==> src/rtl/ic_pkg.sv <==
// shared types and constants for the inversion counter
// no dependencies
package ic_pkg;

  localparam int COUNT_BITS = 19;
  localparam logic [COUNT_BITS-1:0] COUNT_MAX = {COUNT_BITS{1'b1}};

  typedef struct packed {
    logic valid;
    logic live;
    logic last;
  } item_ctl_t;

endpackage

==> src/rtl/ic_acc.sv <==
// running total and result register at the end of the cell chain
// saturating accumulate of per-request counts, depends on ic_pkg
module ic_acc #(
  parameter int CNT_BITS = 10
) (
  input  logic                          clk,
  input  logic                          rst,
  input  ic_pkg::item_ctl_t             ctl,
  input  logic [CNT_BITS-1:0]           cnt,
  input  logic                          overflow,
  input  logic                          result_ready,
  output logic                          result_valid,
  output logic [ic_pkg::COUNT_BITS-1:0] inversion_count,
  output logic                          too_many
);

  logic [ic_pkg::COUNT_BITS-1:0] total;
  logic [ic_pkg::COUNT_BITS:0]   sum;
  logic [ic_pkg::COUNT_BITS-1:0] total_next;

  assign sum = {1'b0, total} + (ic_pkg::COUNT_BITS + 1)'(cnt);
  assign total_next = (sum > {1'b0, ic_pkg::COUNT_MAX}) ? ic_pkg::COUNT_MAX
                                                        : sum[ic_pkg::COUNT_BITS-1:0];

  always_ff @(posedge clk) begin
    if (rst) begin
      total        <= '0;
      result_valid <= 1'b0;
    end else begin
      if (result_valid && result_ready) begin
        result_valid <= 1'b0;
      end
      if (ctl.valid) begin
        if (ctl.last) begin
          total        <= '0;
          result_valid <= 1'b1;
        end else begin
          total <= total_next;
        end
      end
    end
  end

  always_ff @(posedge clk) begin
    if (ctl.valid && ctl.last) begin
      inversion_count <= total_next;
      too_many        <= overflow;
    end
  end

endmodule

==> config.mk <==
export PLATFORM = sky130hd
export DESIGN_NAME = ic_acc
export DESIGN_NICKNAME = d
export VERILOG_FILES = /design/src/rtl/ic_pkg.sv /design/src/rtl/ic_acc.sv
export SDC_FILE = /design/constraint.sdc
export NUM_CORES = 1
export LEC_CHECK = 0
export BUFFER_PORTS_ARGS = -buffer_cell sky130_fd_sc_hd__buf_4
export CORE_MARGIN = 3
export CORE_UTILIZATION = 53
export CTS_BUF_LIST = sky130_fd_sc_hd__clkbuf_4 sky130_fd_sc_hd__clkbuf_8 sky130_fd_sc_hd__clkbuf_16
export DETAILED_ROUTE_END_ITERATION = 6
export PLACE_DENSITY = 0.82
export SYNTH_ARGS = -nofsm -noshare
export SYNTH_HDL_FRONTEND = slang
export SYNTH_SLANG_ARGS = --single-unit
==> constraint.sdc <==
create_clock -name clk -period 6.1 [get_ports clk]
set_input_delay 0.915 -clock clk [delete_from_list [all_inputs] [get_ports clk]]
set_output_delay 0.915 -clock clk [all_outputs]
set_load 0.05 [all_outputs]
---- Word level (Yosys, flattened, before mapping) ----
Index checks and enable logic that the tools add are counted.
Widths: inputs -> output; s select.
word-level totals
  register bits ........................... 40
  bits of input ports ..................... 17
cells by class
  add/subtract/negate cells ............... 1
  order comparisons ....................... 1
  muxes and demuxes ....................... 5
  reductions and logical operators ........ 2
operators with widths
  operator              count
  $mux 19               2
  $add 19x10->20        1
  $gt 20x19->1 const B  1
  $mux 1                3
  $logic_and 1x1->1     2

---- Longest topological paths before layout ----
  depth in word-level cells ............... 4
  depth in mapped cells ................... 10
  gate-level depth less buffers ........... 9

---- Worst setup path after synthesis ----
No wires, ideal clock.
  path kind ............................... in2reg
  start ................................... in cnt[1]
  end ..................................... reg inversion_count[18] (netlist bit), data pin
  arrival time ............................ 2.624 ns
  slack ................................... 3.222 ns
  cell stages on the path ................. 9
  path buffers ............................ 2
  cells stage by stage .................... ha_1 > a211oi_2 > nor4_2 > a211oi_2 > or3_1 > buf_4 > buf_4 > nand3_1 > o21a_1
between the ends
  longest elaborated chain between the ends .. 3
RTL lines
  element                   RTL line      text
  from (decl)               ic_acc.sv:9   input logic [CNT_BITS-1:0] cnt,
  $add 19x10->20 *          ic_acc.sv:21  assign sum = {1'b0, total} + (ic_pkg::COUNT_BITS + 1)'(cnt);
  $gt 20x19->1              ic_acc.sv:22  assign total_next = (sum > {1'b0, ic_pkg::COUNT_MAX}) ? ic_pkg::COUNT_MAX
  $mux 19 *                 ic_acc.sv:22
  via total_next (one bit)  ic_acc.sv:19  logic [ic_pkg::COUNT_BITS-1:0] total_next;
  to (signal assigned)      ic_acc.sv:46  inversion_count <= total_next;
  to (decl)                 ic_acc.sv:13  output logic [ic_pkg::COUNT_BITS-1:0] inversion_count,
Mark *: on every way through the listed nets, which the timed path passes. The rest lies on a longest branch.
A chain may end at the register's enable or synchronous reset.

---- Worst setup path in the final report ----
  start ................................... in cnt[1]
  end ..................................... reg total[3] (netlist bit)
between the ends
  longest elaborated chain between the ends .. 4
RTL lines
  element                   RTL line      text
  $add 19x10->20 *          ic_acc.sv:21
  $gt 20x19->1              ic_acc.sv:22
  $mux 19 *                 ic_acc.sv:22
  via total_next (one bit)  ic_acc.sv:19
  $mux 19 *                 ic_acc.sv:34  if (ctl.last) begin
  to (signal assigned)      ic_acc.sv:38  total <= total_next;
  to (decl)                 ic_acc.sv:17  logic [ic_pkg::COUNT_BITS-1:0] total;
Marks and branches as above.

==> flow_summary_export.csv <==
group,metric,value,unit
route,first_pass_iters,4,
power_and_ir_drop,p_leak,1.015,nW
placement,placed_area,2404,um^2
critical_path,path_class,"primary input to flip-flop",
route,drc,0,
critical_path,r2r-start,"total[1]$_SDFFE_PP0P_",
global_route,grt_pass1_wl,7120,um
placement,place_inst,286,
yosys,ys_seq_area_share,47.23,%
critical_path,r2r_end,"total[3]$_SDFFE_PP0P_",
floorplanning,die_x,69.24,um
placement,gp_congestion,0.8097,
floorplanning,start_util,56.20,%
floorplanning,core_area,3771,um^2
cts,post_cts_resized,0,
flow_run,drv_cap,0,
finish,fin_cells,294,
critical_path,r2r_slack,3270,ps
timing,relSlewSlack,22.12,%
cts,clk_pin_slew,80,ps
cts,clk_latency,300,ps
yosys,synth.avg_cell_area,10.05,um^2
yosys,ys_types,44,
critical_path,endpoint,"total[3]$_SDFFE_PP0P_",
route,vias_per_cell,5.793,
route,wl_met2,1868,um
finish,final_layout_size_suffix_gt1_share,21.14,%
route,drtAntennaViolNets,0,
cts,numClockSinks,40,
route,wl_per_cell,14.35,um
global_route,grt_usage,18.07,%
yosys,ys_warn_count,0,
route,dr.first_iter.drc_count,131,
yosys,ys_ff_latch,40,
critical_path,crit_arrival,3440,ps
critical_path,crit_start,"cnt[1]",
timing,finalCritPeriodShare,53.27,%
critical_path,startpoint_type,"primary input",
finish,diodes,0,
placement,port_buffers,36,
timing,period_minus_slack,3250,ps
global_route,grt_pass1_vias,1591,
critical_path,crit_fanout,19,
floorplanning,die_h,69.24,um
timing,worstMarginPinSlew,1159,ps
placement,pre_cts_slack,2572,ps
route,drt-met1-wl,2013,um
timing,fin_skew,5.619,ps
finish,utilization,66.69,%
timing,timing.final.ws_setup,2850,ps
global_route,grt_antenna_before_repair,0,
yosys,syn_area,2120,um^2
run_status,status,"completed",
yosys,syn_inst,211,
cts,cts-root-buf,"clkbuf_8",
route,vias,1703,
global_route,grt_overflow_total,0,
route,routed.top_layer,"met4",
cts,h-tree-depth,2,
cts,postCtsHoldBufs,0,
cts,cts_tree,"yes",
timing,fin_tns_setup,0,ps
power_and_ir_drop,power,622.8,uW
floorplanning,fp-row-count,22,
power_and_ir_drop,powerDensity,247.6,nW/um^2
critical_path,required,6290,ps
finish,layout.nets,273,
floorplanning,die_area,4794,um^2
worst_hold_path,min_path_type,"flip-flop to flip-flop",
finish,fin_area,2515,um^2
critical_path,end_kind,"flip-flop",
timing,rsz0062_at_grt,"no",
finish,area_growth_syn_to_layout,18.65,%
critical_path,r2r_cells,7,
route,finalWirelength,4218,um
timing,max_freq,0.3077,GHz
timing,final_hold_viol_count,0,
yosys,synthesis.nets,239,
floorplanning,io_pins,38,
cts,post_cts_buffers,0,
power_and_ir_drop,ir_drop,155.8,uV
timing,hold_slack,480.0,ps
route,dr_wl_met3,253,um
cts,numCtsBuffers,5,
timing,finalSetupViolations,0,
global_route,grt_max_degree,22,
timing,slew_violations,0,
placement,hpwl,3047,um
cts,clockBufferDepth,2,
-- synth_stat cells (all sizes together) --
cell     number  area, um^2
a311oi        1       8.760
nand4         2       12.51
dfxtp        20       400.4
buf           6       35.03
and3          1       6.260
nand2b        4       25.02
a211oi        7       67.57
a2111oi       1       8.760
a31oi         1       6.260
nor4          4       37.53
o21a          3       22.52
and2          1       6.260
a41o          2       20.02
a22o         10       87.58
or3           2       12.51
nand2        20       75.07
edfxtp       20       600.6
fa            1       20.02
or2           3       18.77
xor2          4       35.03
a31o          1       8.760
a21o          7       52.55
o22ai         1       6.260
mux2          1       11.26
o311a         1       10.01
a21oi        12       60.06
o21ai        11       55.05
clkbuf        3       11.26
a21boi        1       7.510
a311o         1       10.01
nor3         10       50.05
nor2         12       45.04
and4          3       26.28
mux2i         1       10.01
nand3         7       35.03
ha           10       125.1
inv          10       37.54
xnor2         5       43.79
o21bai        1       7.510
-- worst min path at each step --
stage                                   end               startpoint  slack, ps  cells past startpoint
floorplan             total[2]$_SDFFE_PP0P_    total[2]$_SDFFE_PP0P_        450                      1
global placement    result_valid$_SDFF_PP0_  result_valid$_SDFF_PP0_        460                      2
detailed placement    total[7]$_SDFFE_PP0P_    total[7]$_SDFFE_PP0P_        470                      1
CTS                 result_valid$_SDFF_PP0_  result_valid$_SDFF_PP0_        490                      2
global route          total[7]$_SDFFE_PP0P_    total[7]$_SDFFE_PP0P_        500                      1
finish              result_valid$_SDFF_PP0_  result_valid$_SDFF_PP0_        480                      2
-- routing by layer --
metal	track usage, %	up-vias
li1	-	856
met3	4.493	10
met5	0	-
met1	24.58	779
met2	27.65	58
met4	7.158	0
-- registers in the layout, indices dropped and copies added (netlist names) --
signal           flops
inversion_count     19
too_many             1
total               19
result_valid         1
-- cell usage in the layout, fill, tap and decap left out, drive strengths merged, types with 2 or more instances in the layout --
cell / Yosys / final
or3: 2 / 2
nand2b: 4 / 4
a21oi: 12 / 12
nand4: 2 / 2
or2: 3 / 3
clkbuf: 3 / 5
inv: 10 / 10
buf: 6 / 36
dfxtp: 20 / 20
nor3: 10 / 10
a21o: 7 / 7
xnor2: 5 / 5
a211oi: 7 / 7
ha: 10 / 10
a41o: 2 / 2
nand3: 7 / 7
o21a: 3 / 3
and4: 3 / 3
xor2: 4 / 4
a22o: 10 / 10
nor4: 4 / 4
nand2: 20 / 20
edfxtp: 20 / 20
nor2: 12 / 12
o21ai: 11 / 11
-- critical path: stages --
cell and delay (ps):
buf_4 110, ha_1 310, a211oi_2 350, nor4_2 100, a211oi_2 510, or3_1 590
o21ai_0 290, a22o_1 250
-- power by group --
| group | internal [mW] | switching (mW) | leakage (nW) | total, mW |
|---|---|---|---|---|
| clock network | 0.121 | 0.0945 | 0.0541 | 0.215 |
| registers | 0.296 | 0.00490 | 0.351 | 0.301 |
| logic | 0.0379 | 0.0686 | 0.610 | 0.107 |
| total | 0.455 | 0.168 | 1.02 | 0.623 |
-- logic make-up after synthesis --
group | synth area share (%)
AND/OR/NAND/NOR | 16.53
AO/OA/AOI/OAI | 20.72
flip-flops | 47.23
buffers and inverters | 3.955
adder cells (fa/ha/maj) | 6.848
XOR/XNOR | 3.719
multiplexers | 1.004
-- cell type report --
class | instances | area [um^2]
multi-input cells | 152 | 1035
inverters | 10 | 37.54
fillers | 294 | 1256
flip-flops and latches | 40 | 1001
repair buffers | 36 | 270.3
clock inverters | 3 | 42.54
clock buffers | 5 | 68.82
well taps | 48 | 60.06
(Power assumes the default switching activity.)
