### config.mk
export PLATFORM = sky130hd
export DESIGN_NAME = ic_cell
export DESIGN_NICKNAME = d
export VERILOG_FILES = /design/src/rtl/ic_pkg.sv /design/src/rtl/ic_cell.sv
export SDC_FILE = /design/constraint.sdc
export NUM_CORES = 1
export LEC_CHECK = 0
export ABC_CLOCK_PERIOD_IN_PS = 7150
export BUFFER_PORTS_ARGS = -buffer_cell sky130_fd_sc_hd__buf_4
export CAP_MARGIN = 10
export CORE_MARGIN = 1.5
export CORE_UTILIZATION = 41
export DETAILED_ROUTE_END_ITERATION = 10
export GPL_TIMING_DRIVEN = 1
export PLACE_DENSITY = 0.68
export SYNTH_ARGS = -nofsm -noshare
export SYNTH_HDL_FRONTEND = slang
export SYNTH_SLANG_ARGS = --single-unit
### constraint.sdc
create_clock -name clk -period 7.15 [get_ports clk]
set_input_delay 1.0725 -clock clk [delete_from_list [all_inputs] [get_ports clk]]
set_output_delay 1.0725 -clock clk [all_outputs]
set_load 0.01 [all_outputs]
### src/rtl/ic_pkg.sv
// shared types and constants for the inversion counter
// no dependencies
package ic_pkg;

  localparam int COUNT_BITS = 19;
  localparam logic [COUNT_BITS-1:0] COUNT_MAX = {COUNT_BITS{1'b1}};

  typedef struct packed {
    logic valid;
    logic live;
    logic last;
  } item_ctl_t;

endpackage

### src/rtl/ic_cell.sv
// one compare cell of the inversion counter chain
// holds one stored key, counts for passing requests, depends on ic_pkg
module ic_cell #(
  parameter int CELL_INDEX = 0,
  parameter int KEY_BITS   = 32,
  parameter int IDX_BITS   = 10
) (
  input  logic                  clk,
  input  logic                  rst,
  input  ic_pkg::item_ctl_t     ctl_in,
  input  logic [KEY_BITS-1:0]   key_in,
  input  logic [IDX_BITS-1:0]   idx_in,
  input  logic [IDX_BITS-1:0]   cnt_in,
  output ic_pkg::item_ctl_t     ctl_out,
  output logic [KEY_BITS-1:0]   key_out,
  output logic [IDX_BITS-1:0]   idx_out,
  output logic [IDX_BITS-1:0]   cnt_out
);

  localparam logic [IDX_BITS-1:0] CELL_IDX = IDX_BITS'(CELL_INDEX);

  logic [KEY_BITS-1:0] stored;
  logic                write_en;
  logic                hit;

  assign write_en = ctl_in.valid & ctl_in.live & (idx_in == CELL_IDX);
  // only cells filled earlier in the sequence take part
  assign hit = ctl_in.valid & ctl_in.live & (idx_in > CELL_IDX) & (stored > key_in);

  always_ff @(posedge clk) begin
    if (rst) begin
      ctl_out <= '0;
    end else begin
      ctl_out <= ctl_in;
    end
  end

  always_ff @(posedge clk) begin
    key_out <= key_in;
    idx_out <= idx_in;
    cnt_out <= cnt_in + IDX_BITS'(hit);
    if (write_en) begin
      stored <= key_in;
    end
  end

endmodule

# --- After elaboration in Yosys (flattened, before gate mapping) ---
# Cells that the tools add are included.
totals:
  inputBits: 57
  mem_bits_ro: 0
  ramBits: 0
  out_inout_bits: 55
  n_memories: 0
  ff_bits: 87
  latchBits: 0
op_classes:
  n_eq_ne: 0
  bitwise: 4
  muxes: 0
  mul: 0
  n_addsub: 1
  shift: 0
  magnitude_cmp: 2
  div_mod_pow: 0
  n_reduce_logical: 1
ops:
  columns: ["op", "n"]
  rows:
  - ["$gt 32x32->1", 1]
  - ["$add 10x1->10", 1]
  - ["$gt 10x1->1 const B", 1]
  - ["$logic_not 10->1", 1]
  - ["$and 1x1->1", 4]

# --- Depth between registers and ports, before layout ---
# Gate-level depths: netlist of the first run.
logic_depth:
  word_depth: 4
  mapped_depth: 12
  depth_no_buf: 12

# --- Worst setup path after synthesis of the first run ---
# No wires, ideal clock.
synth_path:
  kind: "in2reg"
  from: "in idx_in[5]"
  to: "reg stored[0] (enable)"
  n_path_buf: 0
  t_arrival_ps: 2831
  cell_stages: 3
  required_ps: 6728
  slack_ps: 3898
  cell_sequence: "nor4_1 -> nand3_1 -> nor2_1"
synth_between:
  elab_chain_len: 2
synth_lines:
  columns: ["element", "line_no", "source"]
  rows:
  - ["from (decl)", "ic_cell.sv:12", "input logic [IDX_BITS-1:0] idx_in,"]
  - ["$logic_not 10->1", "ic_cell.sv:26", "assign write_en = ctl_in.valid & ctl_in.live & (idx_in == CELL_IDX);"]
  - ["$and 1x1->1", "ic_cell.sv:26", null]
  - ["via write_en", "ic_cell.sv:23", "logic write_en;"]
  - ["to (signal assigned)", "ic_cell.sv:43", "stored <= key_in;"]
  - ["to (decl)", "ic_cell.sv:22", "logic [KEY_BITS-1:0] stored;"]
# The timed path passes the listed nets, and every way through them passes these cells.
# A chain may end at the register's enable or synchronous reset.

# --- Worst setup path after layout of the first run ---
layout_path:
  from: "in key_in[30]"
  to: "reg cnt_out[8]"
layout_between:
  elab_chain_len: 3
layout_lines:
  columns: ["element", "line_no", "source"]
  rows:
  - ["from (decl)", "ic_cell.sv:11", "input logic [KEY_BITS-1:0] key_in,"]
  - ["$gt 32x32->1", "ic_cell.sv:28", "assign hit = ctl_in.valid & ctl_in.live & (idx_in > CELL_IDX) & (stored > key_in);"]
  - ["$and 1x1->1", "ic_cell.sv:28", null]
  - ["$add 10x1->10", "ic_cell.sv:41", "cnt_out <= cnt_in + IDX_BITS'(hit);"]
  - ["to (signal assigned)", "ic_cell.sv:41", null]
  - ["to (decl)", "ic_cell.sv:17", "output logic [IDX_BITS-1:0] cnt_out"]
# No other way between the ends.

==> results of run 1 <==
## critical path, cell delays in order
cell	delay [ps]
buf_4	90
inv_1	40
ha_1	310
nand4_1	170
nor3_1	450
a221o_1	220
nor3_1	60
a21oi_1	140
ha_1	200
ha_1	240
nand4_1	130
xnor2_1	130
## metal layers
layer,part of all wire,wire length (um),GRT usage
met5,0,0,0
met4,0.017,95,0.0839
met3,0.074,408,0.0379
met1,0.44,2420,0.173
met2,0.47,2600,0.247
## layout make-up
cell class / instances / share of cell area
flip-flops and latches: 87 / 0.488
clock inverters: 6 / 0.0104
multi-input cells: 111 / 0.211
clock buffers: 10 / 0.0352
repair buffers: 111 / 0.197
inverters: 32 / 0.0284
well taps: 99 / 0.0293
## logic make-up after synthesis
family                   share of synthesized area
XOR/XNOR                                    0.0228
AO/OA/AOI/OAI                               0.0498
buffers and inverters                       0.0392
adder cells (fa/ha/maj)                      0.139
flip-flops                                   0.672
AND/OR/NAND/NOR                             0.0775
## power by group through the flow
stage / registers, W / clock network [W] / logic, W
2_1_floorplan: 0.000554 / 0 / 0.0000211
3_5_place_dp: 0.000545 / 0 / 0.0000918
3_3_place_gp: 0.000545 / 0 / 0.0000903
5_1_grt: 0.000536 / 0.000352 / 0.000102
6_report: 0.000533 / 0.000317 / 0.0000903
4_1_cts: 0.000534 / 0.000332 / 0.0000923
## through the flow
step | setup WS (ps) | instance area [sq um] | utilization | std cells | total power [W]
after detailed placement | 3730 | 4030 | 0.556 | 440 | 0.000637
after CTS | 4110 | 4230 | 0.583 | 456 | 0.000958
after global routing | 3900 | 4230 | 0.583 | 456 | 0.000989
after floorplan | 3900 | 3070 | - | 230 | 0.000575
after global placement | 3730 | 4030 | 0.556 | 440 | 0.000635
final | 4150 | 4230 | 0.583 | 456 | 0.000940
## state kept, by name, indices dropped and copies added (netlist names)
register	flops
ctl_out	3
stored	32
idx_out	10
cnt_out	10
key_out	32
## cells in the mapped netlist
library cell	instances
o211ai_1	1
a21o_1	3
a21oi_1	12
xnor2_1	5
o311ai_1	1
edfxtp_1	32
o21ai_0	2
ha_1	34
nand3_1	10
a221o_1	2
a21oi_2	1
a211oi_1	1
xor2_1	3
nor3_1	2
nor4_2	1
inv_1	32
and4_1	2
nor4_1	2
nor2b_1	4
dfxtp_1	55
nor2_1	6
a21boi_0	1
nand4_1	8
nand2_1	10
## path summary, 6_finish.rpt
check / start / to / slack (ps) / cells past startpoint
min reg2reg: stored[31] / cnt_out[0] / 930 / 5
min: idx_in[6] / idx_out[6] / 830 / 1
max: key_in[30] / cnt_out[8] / 4150 / 12
max reg2reg: stored[30] / cnt_out[8] / 4630 / 10
==> results.tsv, run 1 <==
metric	value	unit
drt_iter0_markers	50	
ys_seq_elements	87	
post_cts_resize_count	0	
clk_pin_slew_worst_paths	90	ps
critPathArrivalTime	3250	ps
cap_violations	0	
proportion_of_synthesized_chip_area_in_sequential_cells	0.672	
ctsRootBufferMaster	clkbuf_8	
final_layout_size_suffix_gt1_frac	0.361	
yosys.area.top_type	dfxtp_1	
rsz0062_at_grt	no	
setup_tns	0	ps
floorplan.initialDensity	0.423	
num-nets-final	443	
power.density	223	mW/mm^2
floorplan.core_area	0.00725	sq mm
wl	5520	um
status	completed	
post_synth_main_area_contributors	dfxtp_1 (36%), edfxtp_1 (31%), ha_1 (14%)	
insertion_delay	350	ps
worst-setup-path-type	in2reg	
layout.cells.most_common	buf_4	
post_drt_via_cell_ratio	4.50	
final-setup-viol-count	0	
p_clk_frac	0.337	
hold_path_class	in2reg	
routed-via-count	2050	
placement.io_buffers	111	
finalHoldViolCount	0	
postCtsHoldBufs	0	
synth_top_area_share	0.359	
antenna_found_initial	0	
most-common-layout-cells	buf_4 (111), dfxtp_1 (55), ha_1 (34)	
power_report.internal_total	0.000727	W
multiInputGateArea	893	sq um
grt_start_max_net_pins	33	
timing_worst_slew_pin_value	967	ps
htreeDepth	3	
floorplan.die.width	89.5	um
routed_wire_length_per_instance	12.1	um
layout-area-overhead-vs-synth	37.7	%
ant_nets_after_route	0	
grt_pass1_wl	8630	um
grt_pass1_vias	1954	
finalClockSkew	10.8	ps
max-clock-path-buffers	2	
max-vdd-ir-drop	0.000123	V
drtPass1Iterations	4	
synth_nets	321	
worstPathRequired	7400	ps
row_count	31	
postCtsSetupRepairBufs	0	
global_route.usage.total	0.148	
drc_errors	0	
finalMaxSlewViolations	0	
cts_inserted_buffers	9	
finalHoldWorstSlack	829	ps
fillers	626	
relSlewSlack	0.354	
io-pin-count	112	
postSynthAreaPerCell	13.3	sq um
setup.worst_path.start_class	input port	
clkSinkCount	87	
switching_share	0.226	
timing.final.crit_share	0.420	
seq_power_share	0.567	
syn-cell-area	0.00307	sq mm
postSynthCellCount	230	
total_of_warnings_raised_by_yosys	0	
power_frac_comb	0.096	
gp_weighted_congestion	0.733	
register_area	0.00206	sq mm
tritoncts	built	
final_antenna_diode_count	0	
detailedPlacementHpwl	4230	um
p_leak	1.95	nW
end_kind	register	
die-height	89.5	um
grt-ovfl-total	0	
floorplan.die_area	0.00801	sq mm
synth_cell_types	24	
worstPathMaxFanout	4	
maximum_clock_frequency	0.333	GHz
finalCriticalPeriod	3000	ps
power.switching	0.000213	W
Note: power is estimated with default switching activity, not from simulation.
==> inputs of run 2 (changes only) <==
- ABC_AREA: unset -> 1
- ABC_CLOCK_PERIOD_IN_PS: 7150 -> 2900
- clock period: 7.15 -> 2.9 ns (I/O delays scaled with it)
==> results.tsv, run 2 <==
metric	value	unit	change
end_kind	register		
antenna_found_initial	0		unchanged
post_synth_main_area_contributors	dfxtp_1 (35%), edfxtp_1 (30%), ha_1 (13%)		
grt_pass1_wl	9330	um	+8.1%
synth.most_common_cell	dfxtp_1		
num-nets-final	484		+9.3%
cpPeakStageDelay	390	ps	-60 ps
synth_enable_flop_cells	32		unchanged
drt_iter0_markers	28		-44%
global_route.usage.total	0.145		-0.00260
post_drt_via_cell_ratio	4.40		-2.1%
worstPathMaxFanout	2		-2
seq_power_share	0.539		-0.028
crit_path_cell_trace	ha_1 -> nand2_1 -> nor2_1 -> nand2_1 -> nor2_1 -> nand2_1 -> a21oi_1 -> ha_1 -> ha_1 -> nand3_1 -> nor2_1 -> nand4_1 -> xnor2_1		
total_of_warnings_raised_by_yosys	0		unchanged
ys_seq_elements	87		unchanged
proportion_of_synthesized_chip_area_in_sequential_cells	0.652		-0.0197
timing.final.crit_share	0.829		
routed_wire_length_per_instance	11.3	um	-6.5%
power_frac_comb	0.094		-0.002
max-clock-path-buffers	2		unchanged
stdcell_count	497		+9.0%
gp_weighted_congestion	0.790		+7.6%
insertion_delay	340	ps	about the same
report.power.total	0.00244	W	+160%
power.density	559	mW/mm^2	+150%
grt-ovfl-total	0		unchanged
max-vdd-ir-drop	0.000386	V	+210%
io-pin-count	112		unchanged
htreeDepth	3		unchanged
placement.io_buffers	111		unchanged
layout-area-overhead-vs-synth	38.2	%	
synth-main-ff-cell	dfxtp_1		
maximum_clock_frequency	0.416	GHz	
postCtsHoldBufs	0		unchanged
layout.cells.most_common	buf_4		
postSynthCellCount	269		+17%
synth_nets	360		+12%
setup_tns	0	ps	unchanged
fillers	664		+6.1%
final-setup-viol-count	0		unchanged
rsz0062_at_grt	no		
cts_inserted_buffers	9		unchanged
status	completed		
final_layout_size_suffix_gt1_frac	0.339		-0.0221
drc_errors	0		unchanged
final_antenna_diode_count	0		unchanged
setup.worst_path.start_class	register		
power_report.internal_total	0.00191	W	+160%
floorplan.core_area	0.00737	sq mm	+1.6%
p_clk_frac	0.367		+0.030
wl	5630	um	+1.9%
finalMaxSlewViolations	0		unchanged
switching_share	0.217		-0.00935
synth_top_area_share	0.348		-0.0105
clk_pin_slew_worst_paths	80	ps	about the same
syn-cell-area	0.00316	sq mm	+3.0%
most-common-layout-cells	buf_4 (113), dfxtp_1 (55), inv_1 (48)		
critPathArrivalTime	2640	ps	-610 ps
postSynthAreaPerCell	11.7	sq um	-12%
power.switching	0.000530	W	+150%
place.detailed.instances	481		+9.3%
hold_path_class	in2reg		
floorplan.initialDensity	0.429		+0.00589
detailedPlacementHpwl	4390	um	+3.6%
relSlewSlack	0.799		+0.445
post-place-ws	300	ps	-3430 ps
floorplan.die_area	0.00824	sq mm	+2.9%
post_cts_resize_count	0		unchanged
ctsRootBufferMaster	clkbuf_8		
yosys.area.top_type	dfxtp_1		
registers_with_the_most_flip_flops	key_out (32), stored (32)		
drtPass1Iterations	4		unchanged
die-height	90.8	um	+1.4%
most_instantiated_cells_after_synthesis	dfxtp_1 (55), inv_1 (48), nand2_1 (39)		
crit_slowest_cell	edfxtp_1		
timing_worst_slew_pin_value	302	ps	-665 ps
postCtsSetupRepairBufs	0		unchanged
synth_cell_types	19		-21%
synthArstFlopShare	0		unchanged
floorplan.die.width	90.8	um	+1.4%
critical_path_buf_inv_count	0		-2
row_count	31		unchanged
worst-setup-path-type	reg2reg		
cap_violations	0		unchanged
p_leak	2.13	nW	+9.1%
pnr_worst_setup_slack	497	ps	-3650 ps
ant_nets_after_route	0		unchanged
finalHoldViolCount	0		unchanged
timing.critical_path.max_delay_family	simple AND/OR/NAND/NOR gates		
grt_start_max_net_pins	23		-30%
finalCriticalPeriod	2400	ps	
routed-via-count	2187		+6.7%
finalClockSkew	6.35	ps	-4.45 ps
tritoncts	built		
grt_pass1_vias	2203		+13%
worstPathRequired	3140	ps	-4260 ps
clkSinkCount	87		unchanged
## run 2: cell types whose count changed after synthesis, moves of 3 or more
cell | before | now
nand4_1 | 8 | 4
nor2b_1 | 4 | 0
inv_1 | 32 | 48
nand3_1 | 10 | 3
nand2_1 | 10 | 39
xnor2_1 | 5 | 2
xor2_1 | 3 | 6
nor2_1 | 6 | 20
a21oi_1 | 12 | 15
## run 2: worst reg2reg max path, cell delays in order (launching register included)
cell and delay (ps):
edfxtp_1 390, ha_1 310, nand2_1 70, nor2_1 140, nand2_1 90, nor2_1 190
nand2_1 80, a21oi_1 130, ha_1 200, ha_1 200, nand3_1 120, nor2_1 140
nand4_1 110, xnor2_1 140
## run 2: power groups by stage
stage                     clock [W]  sequential, W  combinational, W
after detailed placement          0        0.00134          0.000233
after global routing       0.000974        0.00132          0.000257
after global placement            0        0.00134          0.000229
final                      0.000896        0.00132          0.000230
after CTS                  0.000939        0.00132          0.000235
after floorplan                   0        0.00137         0.0000581
## run 2: final timing paths
path	startpoint	end	slack [ps]	cells after the start
min	idx_in[1]	idx_out[1]	200	1
min reg2reg	stored[27]	cnt_out[0]	1010	8
max reg2reg	stored[31]	cnt_out[8]	500	13
max	stored[31]	cnt_out[8]	500	13
## run 2: cell families (layout without fill, tap and decap cells)
kind of cell               Yosys count  after routing  share of synthesized area
and+or+nand+nor                     72             72                     0.0998
buffers and inverters               48            177                     0.0570
xor gates and xnor gates             8              8                     0.0222
AOI/OAI and AO/OA                   20             20                     0.0340
adders and majority gates           34             34                      0.135
DFF                                 87             87                      0.652
## run 2: stage by stage
step | util | instance area [sq um] | hold slack, ps
3_5_place_dp | 0.562 | 4140 | 550
3_3_place_gp | 0.562 | 4140 | 548
4_1_cts | 0.593 | 4370 | 171
5_1_grt | 0.593 | 4370 | 168
6_report | 0.593 | 4370 | 199
2_1_floorplan | - | 3170 | 463
## run 2: routing by layer
layer / track usage / vias up / wire (um)
met3: 0.0732 / 14 / 498
li1: - / 1118 / -
met4: 0.0703 / 0 / 155
met5: 0 / - / 0
met1: 0.152 / 974 / 2240
met2: 0.241 / 81 / 2730
## run 2: final cells by class
cell class                      instances  area, sq um  area share
Clock buffer                           11          163      0.0372
Timing Repair Buffer                  113          848       0.194
Clock inverter                          5         61.3      0.0140
Inverter                               48          180      0.0412
Sequential cell                        87         2060       0.472
Tap cell                               99          124      0.0284
Multi-Input combinational cell        134          930       0.213
==> inputs of run 3 (changes only) <==
- ABC_CLOCK_PERIOD_IN_PS: 2900 -> 2200
- PLACE_DENSITY: 0.68 -> 0.7
- clock period: 2.9 -> 2.2 ns (I/O delays scaled with it)
==> results.tsv, run 3 (synthesis results as in run 2) <==
metric	value	unit	change
status	complete, but fails checks		
failed_checks	negative setup slack		
post-place-ws	-226	ps	-525 ps
utilization	0.641		+0.0482
clk_pin_slew_worst_paths	90	ps	about the same
finalClockSkew	8.94	ps	+2.59 ps
switching_share	0.245		+0.0276
crit_path_cell_trace	ha_4 -> nand2_4 -> nor2_4 -> nand4_1 -> nor2_4 -> nand2_2 -> a21oi_2 -> ha_4 -> nand3_4 -> nor2_4 -> nand2_2 -> nor3_4 -> nand3_2 -> xnor2_1		
worstSetupStartpoint	stored[22]		
cts_inserted_buffers	9		unchanged
power_report.internal_total	0.00233	W	+22%
p_clk_frac	0.321		-0.046
relSlewSlack	0.779		-0.0199
antenna_found_initial	0		unchanged
timing.critical_path.max_delay_family	simple AND/OR/NAND/NOR gates		
setup.worst_path.start_class	register		
routed_wire_length_per_instance	12.2	um	+8.1%
setup_tns	-179	ps	-179 ps
postCtsHoldBufs	0		unchanged
finalCriticalPeriod	2280	ps	-123 ps
hold_wc_startpoint	idx_in[2]		
critical_path.reg2reg.startpoint	stored[22]		
final-setup-viol-count	4		+4
gp_weighted_congestion	0.786		-0.44%
most-common-layout-cells	buf_4 (133), dfxtp_1 (55), inv_1 (46)		
io-pin-count	112		unchanged
detailedPlacementHpwl	4660	um	+6.3%
floorplan.initialDensity	0.429		unchanged
drc_errors	0		unchanged
grt-ovfl-total	0		unchanged
grt_pass1_vias	2292		+4.0%
p_leak	2.21	nW	+3.7%
crit_slowest_cell	edfxtp_1		
cp_common_cell	nor2_4		
registers_with_the_most_flip_flops	key_out (32), stored (32)		
worstPathMaxFanout	2		unchanged
wl	6340	um	+13%
rsz0062_at_grt	yes		
power.density	653	mW/mm^2	+17%
floorplan.die_area	0.00824	sq mm	unchanged
htreeDepth	3		unchanged
global_route.usage.total	0.154		+0.00869
row_count	31		unchanged
floorplan.die.width	90.8	um	unchanged
final_antenna_diode_count	0		unchanged
critical_path_buf_inv_count	0		unchanged
insertion_delay	350	ps	about the same
drt_iter0_markers	53		+89%
timing.final.crit_share	1.04		+0.208
floorplan.core_area	0.00737	sq mm	unchanged
power.switching	0.000754	W	+42%
layout.cells.most_common	buf_4		
tritoncts	built		
ant_nets_after_route	0		unchanged
grt_pass1_wl	9940	um	+6.5%
worstPathRequired	2450	ps	-690 ps
finalHoldViolCount	0		unchanged
maximum_clock_frequency	0.439	GHz	+5.4%
max-clock-path-buffers	2		unchanged
timing_worst_slew_pin_value	332	ps	+29.8 ps
post_drt_via_cell_ratio	4.37		-0.59%
clkSinkCount	87		unchanged
final_layout_size_suffix_gt1_frac	0.439		+0.0999
power_frac_comb	0.116		+0.022
finalMaxSlewViolations	0		unchanged
pnr_worst_setup_slack	-80.0	ps	-577 ps
worst-setup-path-type	reg2reg		
seq_power_share	0.563		+0.024
layout-area-overhead-vs-synth	49.4	%	
drtPass1Iterations	4		unchanged
cap_violations	0		unchanged
critPathArrivalTime	2530	ps	-110 ps
cpPeakStageDelay	430	ps	+40 ps
routed-via-count	2266		+3.6%
num-nets-final	505		+4.3%
max-vdd-ir-drop	0.000346	V	-10%
placement.io_buffers	111		unchanged
ctsRootBufferMaster	clkbuf_8		
grt_start_max_net_pins	25		+8.7%
end_kind	register		
hold_path_class	in2reg		
die-height	90.8	um	unchanged
==> run 3: cell count changes in the layout (fill, tap and decap cells not counted), sizes merged <==
cell      previous run  this run
buf                113       134
clkbuf              11         9
clkinvlp             0         2
bufinv               1         0
clkinv               2         3
==> run 3: area by class of cell <==
| type | count | area (sq um) |
|---|---|---|
| clock inverters | 7 | 47.5 |
| fillers | 621 | 2650 |
| well taps | 99 | 124 |
| multi-input cells | 134 | 1180 |
| inverters | 48 | 180 |
| clock buffers | 9 | 124 |
| flip-flops and latches | 87 | 2060 |
| repair buffers | 134 | 1010 |
==> run 3: final timing paths <==
check	endpoint	depth (start not counted)	slack [ps]
min reg2reg	cnt_out[0]	8	1080
max	cnt_out[9]	14	-80
min	idx_out[2]	1	90
max reg2reg	cnt_out[9]	14	-80
==> run 3: worst reg2reg max path: stages (launching register included) <==
cell,delay [ps]
edfxtp_1,430
ha_4,300
nand2_4,50
nor2_4,100
nand4_1,130
nor2_4,150
nand2_2,70
a21oi_2,160
ha_4,180
nand3_4,80
nor2_4,90
nand2_2,70
nor3_4,150
nand3_2,90
xnor2_1,120
==> run 3: layer usage <==
metal | GRT usage | vias up | share of wire
met4 | 0.0859 | 0 | 0.025
met3 | 0.0429 | 14 | 0.054
met2 | 0.259 | 65 | 0.52
li1 | - | 1159 | -
met1 | 0.176 | 1028 | 0.40
met5 | 0 | - | 0
==> run 3: power by group through the flow <==
stage               sequential, W  combinational [W]  clock [W]
detailed placement        0.00177           0.000329          0
finish                    0.00173           0.000358   0.000991
CTS                       0.00174           0.000338    0.00102
global placement          0.00177           0.000322          0
global route              0.00174           0.000396    0.00107
floorplan                 0.00180          0.0000774          0
==> run 3: per-stage QoR <==
| stage | cells | hold slack [ps] | total power [W] | instance area (sq um) |
|---|---|---|---|---|
| 3_3_place_gp | 500 | 443 | 0.00209 | 4290 |
| 2_1_floorplan | 269 | 358 | 0.00188 | 3170 |
| 3_5_place_dp | 500 | 445 | 0.00210 | 4290 |
| 4_1_cts | 517 | 72.9 | 0.00309 | 4520 |
| 5_1_grt | 518 | 72.8 | 0.00320 | 4720 |
| 6_report | 518 | 85.7 | 0.00308 | 4720 |
==> run 3: timing repair <==
| action | in CTS | in global routing |
|---|---|---|
| pin swaps | 7 | 11 |
| setup endpoints to repair | 6 | 8 |
| gates resized for setup | 14 | 28 |
| setup buffers | 1 | 1 |
